## config.mk

```make
export PLATFORM = sky130hd
export DESIGN_NAME = gn2d_front
export DESIGN_NICKNAME = d
export VERILOG_FILES = /design/src/hdl/gn2d_pkg.sv /design/src/hdl/gn2d_front.sv
export SDC_FILE = /design/constraint.sdc
export NUM_CORES = 1
export LEC_CHECK = 0
export BUFFER_PORTS_ARGS = -buffer_cell sky130_fd_sc_hd__buf_2
export CAP_MARGIN = 20
export CELL_PAD_IN_SITES_DETAIL_PLACEMENT = 1
export CELL_PAD_IN_SITES_GLOBAL_PLACEMENT = 2
export CORE_ASPECT_RATIO = 0.75
export CORE_MARGIN = 2
export CORE_UTILIZATION = 40
export DETAILED_ROUTE_END_ITERATION = 10
export PLACE_DENSITY_LB_ADDON = 0.05
export SLEW_MARGIN = 25
export SYNTH_ARGS = -nofsm -noshare
export SYNTH_HDL_FRONTEND = slang
export SYNTH_SLANG_ARGS = --single-unit
```

## constraint.sdc

```tcl
create_clock -name clock -period 7.54 [get_ports clock]
set_clock_uncertainty 0.1 [all_clocks]
set_input_delay 0 -clock clock [delete_from_list [all_inputs] [get_ports clock]]
set_output_delay 0 -clock clock [all_outputs]
set_load 0.01 [all_outputs]
```

## src/hdl/gn2d_pkg.sv

```systemverilog
// shared types, constants and helpers for the 2d gradient noise sampler
package gn2d_pkg;

   localparam int TableBits = 8;
   localparam int FracBits  = 16;
   localparam int QueueDepth = 4;
   localparam int QueueBits  = 2;

   typedef enum logic {
      OP_SAMPLE = 1'b0,
      OP_WRITE  = 1'b1
   } op_type;

   typedef struct packed {
      logic [TableBits-1:0] cx;
      logic [TableBits-1:0] cy;
      logic [FracBits-1:0]  fx;
      logic [FracBits-1:0]  fy;
   } job_type;

   // round half up of a signed product by FracBits
   function automatic logic signed [47:0] rnd(input logic signed [47:0] p);
      logic signed [47:0] s;
      s = p + 48'sd32768;
      return s >>> FracBits;
   endfunction

   // dot product of the offset vector with one of four diagonal gradients
   function automatic logic signed [18:0] grad(input logic [1:0] h,
                                              input logic signed [18:0] px,
                                              input logic signed [18:0] py);
      logic signed [18:0] r;
      case (h)
         2'd0:    r = px + py;
         2'd1:    r = py - px;
         2'd2:    r = -px - py;
         default: r = px - py;
      endcase
      return r;
   endfunction

endpackage

```

## src/hdl/gn2d_front.sv

```systemverilog
// front end: coordinate scaling and split into cell index and fraction
module gn2d_front import gn2d_pkg::*; (
   input  logic                clock,
   input  logic                reset,
   input  logic                csr_write,
   input  logic [23:0]         csr_data,
   input  logic                go,
   input  logic signed [15:0]  req_x_coord,
   input  logic signed [15:0]  req_y_coord,
   output logic                job_valid,
   output job_type             job
);

   logic [23:0]        freq_ff;
   logic signed [40:0] sx_ff, sy_ff, sx_in, sy_in;
   logic               v_ff;

   assign sx_in = req_x_coord * $signed({1'b0, freq_ff});
   assign sy_in = req_y_coord * $signed({1'b0, freq_ff});

   always_ff @(posedge clock) begin
      if (reset) begin
         freq_ff <= 24'd65536;
         v_ff    <= 1'b0;
      end else begin
         if (csr_write) freq_ff <= csr_data;
         v_ff <= go;
      end
      sx_ff <= sx_in;
      sy_ff <= sy_in;
   end

   assign job_valid = v_ff;
   assign job.cx = sx_ff[FracBits +: TableBits];
   assign job.cy = sy_ff[FracBits +: TableBits];
   assign job.fx = sx_ff[FracBits-1:0];
   assign job.fy = sy_ff[FracBits-1:0];

endmodule

```

==> results.txt <==
The mean number of vias per cell is 4.83. The run gives 0.000297 V as the worst supply voltage drop on vdd. For the part of the Yosys area used for sequential elements, the log shows 0.0809.

Relative to the synthesized area, the layout overhead comes to 10.4%. Across the run, the number of max-cap violations was 0. TritonCTS built the clock tree. For the sink count of the clock tree, the log shows 73. The logs give 2,045 for the synthesized instance count and 46,900 sq um for the die area. Global routing finished with a remaining overflow of 0. Sorting the synthesized cells by area gives the leading types as fa_1 (43%), inv_1 (11%), ha_1 (11%).

The share of cells above drive strength 1 is 0.0754. In the layout the commonest cells are inv_1 (520), fa_1 (384), nand2_1 (287). The initial detailed-routing violation count is 467, and the maximum number of pins on one net before global-route repair is 30.

In this run the worst setup path terminates at sy_ff[22]$_DFF_P_. Number of core rows: 67. The capturing point of the worst reg2reg path was sy_ff[22]$_DFF_P_. Once routing completed, OpenROAD measured the worst setup slack at 0.932 ns.

The clock slew seen by the registers of the worst setup and hold paths came out at 0.08 ns. For the number of nets with antenna violations after detailed routing, the log shows 0. In this run the worst setup path begins at freq_ff[8]$_SDFFE_PP0P_.

Area after detailed placement: 19,200 sq um. The post-DP HPWL was 41,000 microns; the number of buffers added on ports was 108. The maximum achievable frequency is 151 MHz, and the required time reported for the critical path endpoint is 7.70 ns. In this run, synthesis produced a sequential element count of 73. For this run, the detailed router's first-pass iteration total came to 5.

The finished cells cover 19,900 sq um. Number of hold violations in the final report: 0. STA classifies the critical path startpoint as a register. Counting along the longest clock path gives a buffer depth of 2. The area of the mapped netlist was 18,100 sq um; the effective utilization at floorplan was 0.405.

The placeable core area was 44,600 sq um. The most common cell after layout, fill and taps aside is inv_1. The combinational group share of total power was 0.781; the aggregate routed wire length was 52,000 microns. Post-route clock period utilization: 0.876. The count of pins over their slew limit is 0, and the buffers inserted during post-CTS setup optimization is 0. The post-detailed-route wirelength per cell came out at 19.0 microns. The run gives 0.122 as the proportion of power drawn by flip-flops and latches. Initial antenna violation count: 0. The share of total power consumed by net switching works out to 0.504. At the later pin of the worst-skew pair, clock insertion delay measures 0.39 ns.

The class of the most critical hold timing path was primary input to register. Counting I/O delays and the setup requirement, the final critical path takes 6.61 ns. The depth of the worst register-to-register path works out to 20. The transition time of the tightest slew-check pin was 1.04 ns; the multi-input combinational cell area was 14,300 sq um. Slack of the worst reg-to-reg path: 0.93 ns.

In this run the horizontal extent of the chip is 249 microns. The portion of total power attributed to the clock network came out at 0.097. The peak fanout along the critical path works out to 17. The layout filler cell count was 5,214. The flow ran to the end, and the final reports show no timing, DRC or antenna violations. At the end of the flow, the number of nets in the layout was 2,739.

In this run the vertical extent of the chip is 188 microns. The number of global-route vias before repair was 15,118. STA puts the critical path data arrival time at 6.77 ns.

The number of synthesis warnings is 0, and the H-tree level count is 3. The global-route wire length before repair was 84,300 microns. The tools report the antenna diode instance count as 0.

Setup repair after global routing left no endpoint under its margin. The post-route setup TNS is 0 ns, and the total clock buffers created by CTS is 9. Kind of capture point of the worst setup path: a register. The per-instance average area after synthesis is 8.83 sq um, and the number of cells in the finished layout apart from fillers is 2,734.

Total power for the finished layout comes to 5.01 mW. In this run the static leakage power is 10.1 nW. fa_1 takes more of the synthesized area than any other cell. The logs give 109 for the number of top-level design ports and 0.983 ns for the post-place setup slack. Across all layers, the routed design uses 13,204 vias.

By startpoint and endpoint, the worst setup path is classified as register to register. The worst slew slack as a fraction of its limit came out at 0.308. Buffer type at the clock tree root: clkbuf_16. The number of nets handed over by synthesis was 2,641.

The storage element area is 1460 sq um, and the cell area power density is 251 nW/um^2. In this run the power spent charging and discharging nets is 2.52 mW. The internal power of the cells totals 2.48 mW. The total instance count after detailed placement is 2,670. The worst register-to-register path begins at freq_ff[8]$_SDFFE_PP0P_.

The remaining routing DRC violations was 0. The synthesized design contains 0 enable-type register cells. The fraction of synthesized cell area taken by the top area cell type is 0.426, and the global-route total usage across every layer is 0.236. In the synthesized netlist the dominant register cell turns out to be dfxtp_1. The count of distinct cell types in the synthesized netlist was 50. The share of synthesized flip-flops with an asynchronous set or reset is 0, and the number of setup violations in the final report is 0. The congestion estimate from routability-driven global placement came to 0.827.
[power groups by stage]
| stage | sequential, mW | combinational [mW] | clock [mW] |
|---|---|---|---|
| after floorplan | 0.651 | 2.84 | 0 |
| final | 0.610 | 3.91 | 0.487 |
| after global routing | 0.624 | 4.50 | 0.519 |
| after detailed placement | 0.621 | 3.93 | 0 |
| after global placement | 0.619 | 3.87 | 0 |
| after CTS | 0.613 | 3.97 | 0.510 |
[cell usage after synthesis (2+ instances only)]
master	n
dfxtp_1	73
a21oi_1	26
nand3_1	6
and2_1	234
xor2_1	24
o21a_1	8
clkbuf_1	89
o211a_1	2
buf_2	5
mux2i_1	24
and3_1	2
xnor2_1	71
nand2_1	287
nand2b_1	13
nor3_1	3
a211oi_1	4
o211ai_1	6
a2111oi_0	2
nor2_1	46
ha_1	152
o21ai_0	14
inv_1	520
a21o_1	11
nor2b_1	5
o21ai_1	4
nor4_1	3
fa_1	384
o21bai_1	5
[through the flow]
step / utilization / hold slack, ns
after floorplan: - / 0.0224
after global placement: 0.430 / 0.111
after detailed placement: 0.430 / 0.128
after CTS: 0.447 / 0.000452
after global routing: 0.447 / 0.0623
final: 0.447 / 0.0233
[cell families (layout without fill, tap and decap cells)]
family,after synthesis,in the layout,share of synthesized area
DFF,73,73,0.0809
muxes,25,25,0.0141
AOI/OAI and AO/OA,96,96,0.0363
buffers and inverters,615,718,0.128
xor gates and xnor gates,95,95,0.0461
and+or+nand+nor,605,605,0.163
adders and majority gates,536,536,0.531
[state kept, by name, summed over array words and instances, names as in the netlist]
register   flops
sy_ff         24
freq_ff       24
job_valid      1
sx_ff         24
[cell type report]
| cell class | instances | share of cell area |
|---|---|---|
| Tap cell | 586 | 0.0368 |
| Clock inverter | 6 | 0.00339 |
| Clock buffer | 10 | 0.0115 |
| Multi-Input combinational cell | 1357 | 0.716 |
| Inverter | 520 | 0.0979 |
| Timing Repair Buffer | 182 | 0.0610 |
| Sequential cell | 73 | 0.0733 |
[metal layers]
layer,track usage,wire (microns)
met2,0.390,24300
met5,0,0
met1,0.331,25100
met4,0.0447,632
met3,0.0348,1930
[how the worst min path moves through the flow]
stage | start | cells past startpoint | end
6_report | reset | 2 | freq_ff[20]$_SDFFE_PP0P_
5_1_grt | reset | 2 | freq_ff[20]$_SDFFE_PP0P_
4_1_cts | reset | 2 | freq_ff[20]$_SDFFE_PP0P_
3_5_place_dp | go | 2 | job_valid$_SDFF_PP0_
3_3_place_gp | go | 2 | job_valid$_SDFF_PP0_
2_1_floorplan | csr_data[16] | 1 | freq_ff[16]$_SDFFE_PP1P_
[worst max-delay path, stage by stage (launching register included)]
cell and delay, ns:
dfxtp_1 0.85, buf_4 0.39, and2_1 0.18, fa_1 0.41, inv_1 0.09, fa_1 0.44, fa_1 0.51, inv_1 0.05
fa_1 0.52, fa_1 0.49, inv_1 0.05, fa_1 0.47, inv_1 0.04, ha_1 0.34, a21o_1 0.19, a21o_1 0.18
a21o_1 0.17, a21oi_1 0.17, o21ai_1 0.15, a211oi_1 0.55, xnor2_1 0.13
[timing repair]
action | in CTS | in global routing
endpoints found under the hold margin | 25 | 0
resized for setup | 0 | 0
endpoints found under the setup margin | 0 | 0
hold buffers | 48 | 0
Note: power is estimated with default switching activity, not from simulation.
