==> src/hdl/gn2d_pkg.sv <==
// shared types, constants and helpers for the 2d gradient noise sampler
package gn2d_pkg;

   localparam int TableBits = 8;
   localparam int FracBits  = 16;
   localparam int QueueDepth = 4;
   localparam int QueueBits  = 2;

   typedef enum logic {
      OP_SAMPLE = 1'b0,
      OP_WRITE  = 1'b1
   } op_type;

   typedef struct packed {
      logic [TableBits-1:0] cx;
      logic [TableBits-1:0] cy;
      logic [FracBits-1:0]  fx;
      logic [FracBits-1:0]  fy;
   } job_type;

   // round half up of a signed product by FracBits
   function automatic logic signed [47:0] rnd(input logic signed [47:0] p);
      logic signed [47:0] s;
      s = p + 48'sd32768;
      return s >>> FracBits;
   endfunction

   // dot product of the offset vector with one of four diagonal gradients
   function automatic logic signed [18:0] grad(input logic [1:0] h,
                                              input logic signed [18:0] px,
                                              input logic signed [18:0] py);
      logic signed [18:0] r;
      case (h)
         2'd0:    r = px + py;
         2'd1:    r = py - px;
         2'd2:    r = -px - py;
         default: r = px - py;
      endcase
      return r;
   endfunction

endpackage

==> src/hdl/gn2d_queue.sv <==
// short request queue between front and back end
module gn2d_queue import gn2d_pkg::*; (
   input  logic    clock,
   input  logic    reset,
   input  logic    push,
   input  job_type push_data,
   input  logic    pop,
   output logic    not_empty,
   output job_type head,
   output logic    full
);

   job_type              mem_ff [QueueDepth];
   logic [QueueBits-1:0] wp_ff, rp_ff;
   logic [QueueBits:0]   cnt_ff;

   always_ff @(posedge clock) begin
      if (reset) begin
         wp_ff  <= '0;
         rp_ff  <= '0;
         cnt_ff <= '0;
      end else begin
         if (push) wp_ff <= wp_ff + 1'b1;
         if (pop)  rp_ff <= rp_ff + 1'b1;
         cnt_ff <= cnt_ff + {{QueueBits{1'b0}}, push} - {{QueueBits{1'b0}}, pop};
      end
      if (push) mem_ff[wp_ff] <= push_data;
   end

   assign not_empty = cnt_ff != '0;
   assign full      = cnt_ff == (QueueBits+1)'(QueueDepth);
   assign head      = mem_ff[rp_ff];

endmodule

==> config.mk <==
export PLATFORM = sky130hd
export DESIGN_NAME = gn2d_queue
export DESIGN_NICKNAME = d
export VERILOG_FILES = /design/src/hdl/gn2d_pkg.sv /design/src/hdl/gn2d_queue.sv
export SDC_FILE = /design/constraint.sdc
export NUM_CORES = 1
export LEC_CHECK = 0
export ABC_AREA = 0
export BUFFER_PORTS_ARGS = -buffer_cell sky130_fd_sc_hd__buf_2
export CORE_MARGIN = 1
export CORE_UTILIZATION = 30
export DETAILED_ROUTE_END_ITERATION = 10
export SETUP_SLACK_MARGIN = 0.02
export SYNTH_ARGS = -nofsm -noshare
export SYNTH_HDL_FRONTEND = slang
export SYNTH_SLANG_ARGS = --single-unit
==> constraint.sdc <==
create_clock -name clock -period 2 [get_ports clock]
set_input_delay 0.4 -clock clock [delete_from_list [all_inputs] [get_ports clock]]
set_output_delay 0.4 -clock clock [all_outputs]
set_load 0.005 [all_outputs]
==> run_summary.xml <==
<?xml version="1.0" encoding="UTF-8"?>
<metrics>
  <group name="clock_tree">
    <metric name="clkLatencyLatePin" unit="ns">0.49</metric>
    <metric name="cts_tree" unit="">done</metric>
    <metric name="tritoncts.num_buffers" unit="">22</metric>
    <metric name="worst_setup_hold_path_clk_slew" unit="ns">0.06</metric>
    <metric name="htreeDepth" unit="">1</metric>
    <metric name="cts_root_buffer" unit="">sky130_fd_sc_hd__clkbuf_16</metric>
    <metric name="cts.sinks" unit="">201</metric>
    <metric name="clockBufferDepth" unit="">3</metric>
  </group>
  <group name="routing">
    <metric name="drt_pre_antenna_iters" unit="">4</metric>
    <metric name="route.vias.total" unit="">3346</metric>
    <metric name="avgRoutedWirePerCell" unit="um">18.78</metric>
    <metric name="dr.first_iter.drc_count" unit="">161</metric>
    <metric name="drt-total-wl" unit="mm">14.24</metric>
    <metric name="drcViolationCount" unit="">0</metric>
    <metric name="number_of_antenna_violating_nets_in_the_routed_design" unit="">0</metric>
    <metric name="route.detailed.vias_per_inst" unit="">4.414</metric>
  </group>
  <group name="layout">
    <metric name="layout.nets" unit="">482</metric>
    <metric name="multi_input_area" unit="sq um">1324</metric>
    <metric name="antenna-diode-count" unit="">0</metric>
    <metric name="stdcell_area" unit="sq um">9330</metric>
    <metric name="filler_cell_count" unit="">2126</metric>
    <metric name="fin_cells" unit="">758</metric>
    <metric name="sequential_cell_area" unit="sq um">5951</metric>
    <metric name="layout-area-overhead-vs-synth" unit="%">26.80</metric>
    <metric name="post_route_cells_drive_above_1_share" unit="%">48.06</metric>
  </group>
  <group name="timing">
    <metric name="timing.final.crit_share" unit="%">110.5</metric>
    <metric name="grt_setup_unrepaired" unit="">true</metric>
    <metric name="timing.final.hold_violations" unit="">0</metric>
    <metric name="timing.final.max_slew_violations" unit="">0</metric>
    <metric name="worst_clock_skew" unit="ns">0.007200</metric>
    <metric name="period_minus_slack" unit="ns">2.210</metric>
    <metric name="tightest_slew" unit="ns">0.3344</metric>
    <metric name="fmaxAchievable" unit="MHz">452.5</metric>
    <metric name="hold_ws" unit="ns">0.1219</metric>
    <metric name="timing.slew.headroom" unit="%">77.70</metric>
    <metric name="setup_total_negative_slack" unit="ns">-8.480</metric>
    <metric name="worst_slack" unit="ns">-0.2101</metric>
    <metric name="finalSetupViolCount" unit="">48</metric>
  </group>
  <group name="placement">
    <metric name="placement.cell_area" unit="sq um">8372</metric>
    <metric name="port_buffers" unit="">101</metric>
    <metric name="place_hpwl" unit="mm">8.037</metric>
    <metric name="place_inst" unit="">713</metric>
    <metric name="routabilityCongestion" unit="">0.6668</metric>
  </group>
  <group name="run_status">
    <metric name="failed_checks" unit="">negative setup slack</metric>
    <metric name="run_status" unit="">finished with violations</metric>
  </group>
  <group name="yosys">
    <metric name="dominantRegCellSynth" unit="">sky130_fd_sc_hd__edfxtp_1</metric>
    <metric name="synth-edff-count" unit="">192</metric>
    <metric name="synth.cells.most_frequent" unit="">sky130_fd_sc_hd__edfxtp_1, sky130_fd_sc_hd__mux4_2, sky130_fd_sc_hd__dfxtp_1</metric>
    <metric name="synth.top_cell.area_share" unit="%">78.35</metric>
    <metric name="synthXorXnorAreaFrac" unit="%">0.5611</metric>
    <metric name="ys_ff_latch" unit="">201</metric>
    <metric name="ys_warn_count" unit="">0</metric>
    <metric name="post_synth_main_area_contributors" unit="">sky130_fd_sc_hd__edfxtp_1, sky130_fd_sc_hd__mux4_2, sky130_fd_sc_hd__dfxtp_1</metric>
    <metric name="post_synthesis_net_count" unit="">351</metric>
    <metric name="mappedNetlistArea" unit="sq um">7358</metric>
    <metric name="yosys.area_share.adder" unit="%">1.292</metric>
    <metric name="synthMostInstantiatedCell" unit="">sky130_fd_sc_hd__edfxtp_1</metric>
    <metric name="syn_avg_cell_area" unit="sq um">25.20</metric>
    <metric name="synthesis.instances" unit="">292</metric>
    <metric name="synth-compound-area-share" unit="%">0.2040</metric>
    <metric name="ys_async_rst_share" unit="%">0</metric>
    <metric name="muxShareOfSynthArea" unit="%">14.83</metric>
    <metric name="synthSimpleGateAreaFrac" unit="%">1.037</metric>
    <metric name="synth.lib_cells_used.distinct" unit="">21</metric>
    <metric name="dominant_combinational_cell_family_by_area_after_synthesis" unit="">multiplexers</metric>
    <metric name="post-synth-top-area-cell" unit="">sky130_fd_sc_hd__edfxtp_1</metric>
    <metric name="yosysSeqAreaShare" unit="%">80.80</metric>
  </group>
  <group name="die">
    <metric name="die-width" unit="um">158.6</metric>
    <metric name="core.rowCount" unit="">56</metric>
    <metric name="design.core.area" unit="sq um">23750</metric>
    <metric name="start_util" unit="%">30.98</metric>
    <metric name="num_io_pins" unit="">102</metric>
    <metric name="floorplan.die.height" unit="um">158.6</metric>
    <metric name="fp.dieArea" unit="sq um">25160</metric>
  </group>
  <group name="power">
    <metric name="peakVddDrop" unit="mV">0.4412</metric>
    <metric name="p_per_area" unit="nW/um^2">1082</metric>
    <metric name="p_leak" unit="nW">3.182</metric>
    <metric name="power" unit="W">0.01009</metric>
  </group>
  <group name="worst_setup_path">
    <metric name="timing.critical_path.required" unit="ns">1.60</metric>
    <metric name="worstSetupEndpointType" unit="">primary output</metric>
    <metric name="crit_fanout" unit="">16</metric>
    <metric name="worstSetupStartpointType" unit="">register</metric>
    <metric name="timing_worst_setup_path_type" unit="">reg2out</metric>
    <metric name="critPathArrivalTime" unit="ns">1.81</metric>
  </group>
  <group name="hold_path">
    <metric name="worst_hold_path_type" unit="">in2reg</metric>
  </group>
  <group name="global_routing">
    <metric name="grt_first_pass_wirelength" unit="mm">21.58</metric>
    <metric name="global_route.overflow_total" unit="">0</metric>
    <metric name="number_of_global_route_vias_before_repair" unit="">3742</metric>
    <metric name="grt_usage" unit="%">11.91</metric>
    <metric name="grt_max_degree" unit="">34</metric>
    <metric name="number_of_antenna_violations_at_the_first_check_in_global_routing" unit="">1</metric>
  </group>
  <group name="flow_run">
    <metric name="total_of_max_cap_violations" unit="">0</metric>
  </group>
</metrics>
## worst max-delay path: stages, from the launching register on
cell and delay (ns):
sky130_fd_sc_hd__dfxtp_4 0.42, sky130_fd_sc_hd__buf_12 0.21, sky130_fd_sc_hd__mux4_2 0.54, sky130_fd_sc_hd__buf_2 0.14
## layer usage
| metal | track usage, % | vias to the layer above | part of all wire, % |
|---|---|---|---|
| li1 | - | 1501 | - |
| met1 | 14.70 | 1747 | 41 |
| met2 | 20.97 | 75 | 51 |
| met3 | 2.749 | 21 | 5.6 |
| met4 | 3.022 | 2 | 1.4 |
| met5 | 0 | - | 0.056 |
## area by class of cell
| type | instances | area share, % |
|---|---|---|
| Sequential cell | 201 | 63.78 |
| Multi-Input combinational cell | 75 | 14.19 |
| Timing Repair Buffer | 117 | 8.918 |
| Clock buffer | 31 | 7.483 |
| Tap cell | 319 | 4.278 |
| Clock inverter | 9 | 1.113 |
| Inverter | 6 | 0.2414 |
## logic make-up (layout without fill, tap and decap cells)
group	count (synthesis)	count (layout)
flip-flops	201	201
multiplexers	49	49
buffers and inverters	16	163
AND/OR/NAND/NOR	14	14
adder cells (fa/ha/maj)	7	7
XOR/XNOR	3	3
AO/OA/AOI/OAI	2	2
## power breakdown
group / internal, W / switching, W / total (W)
combinational: 0.000522 / 0.000440 / 0.000962
clock: 0.00269 / 0.00154 / 0.00423
sequential: 0.00484 / 0.0000641 / 0.00490
total: 0.00805 / 0.00204 / 0.0101
## registers in the layout (all words and copies together), names as in the netlist, named ones only
register	cells
mem_ff	192
rp_ff	2
cnt_ff	3
wp_ff	2
## repair_timing
| action | in CTS | in global routing |
|---|---|---|
| cloned | 3 | 0 |
| setup endpoints to repair | 48 | 48 |
| hold buffers | 0 | 0 |
| pin swaps | 0 | 0 |
| setup buffers | 1 | 1 |
| gates resized for setup | 3 | 6 |
## worst paths after layout
check,startpoint,endpoint,slack [ns],cells past startpoint
worst max-delay path,register,head[31],-0.21,3
worst min-delay path,push_data[7],mem_ff[1][7],0.12,1
worst max register to register,cnt_ff[0],cnt_ff[2],0.22,7
worst min register to register,rp_ff[1],register,0.54,2
## per-stage QoR
step | worst slack, ns | utilization [%]
final | -0.2101 | 39.28
after detailed placement | 0.04308 | 35.25
after global placement | 0.1053 | 35.25
after global routing | -0.3032 | 39.28
after CTS | -0.2635 | 39.10
after floorplan | 0.2861 | -
## placed cells by master, fill, tap and decap left out, types with 4 or more instances in the layout
cell	instances
sky130_fd_sc_hd__nor2_1	5
sky130_fd_sc_hd__clkinv_2	4
sky130_fd_sc_hd__ha_1	6
sky130_fd_sc_hd__mux4_2	48
sky130_fd_sc_hd__buf_6	7
sky130_fd_sc_hd__edfxtp_1	192
sky130_fd_sc_hd__inv_1	6
sky130_fd_sc_hd__clkbuf_8	5
sky130_fd_sc_hd__buf_2	95
sky130_fd_sc_hd__buf_4	5
sky130_fd_sc_hd__clkbuf_16	25
sky130_fd_sc_hd__and2_2	4
sky130_fd_sc_hd__dfxtp_1	7
sky130_fd_sc_hd__buf_12	6
Power figures use the tool's default switching activity.
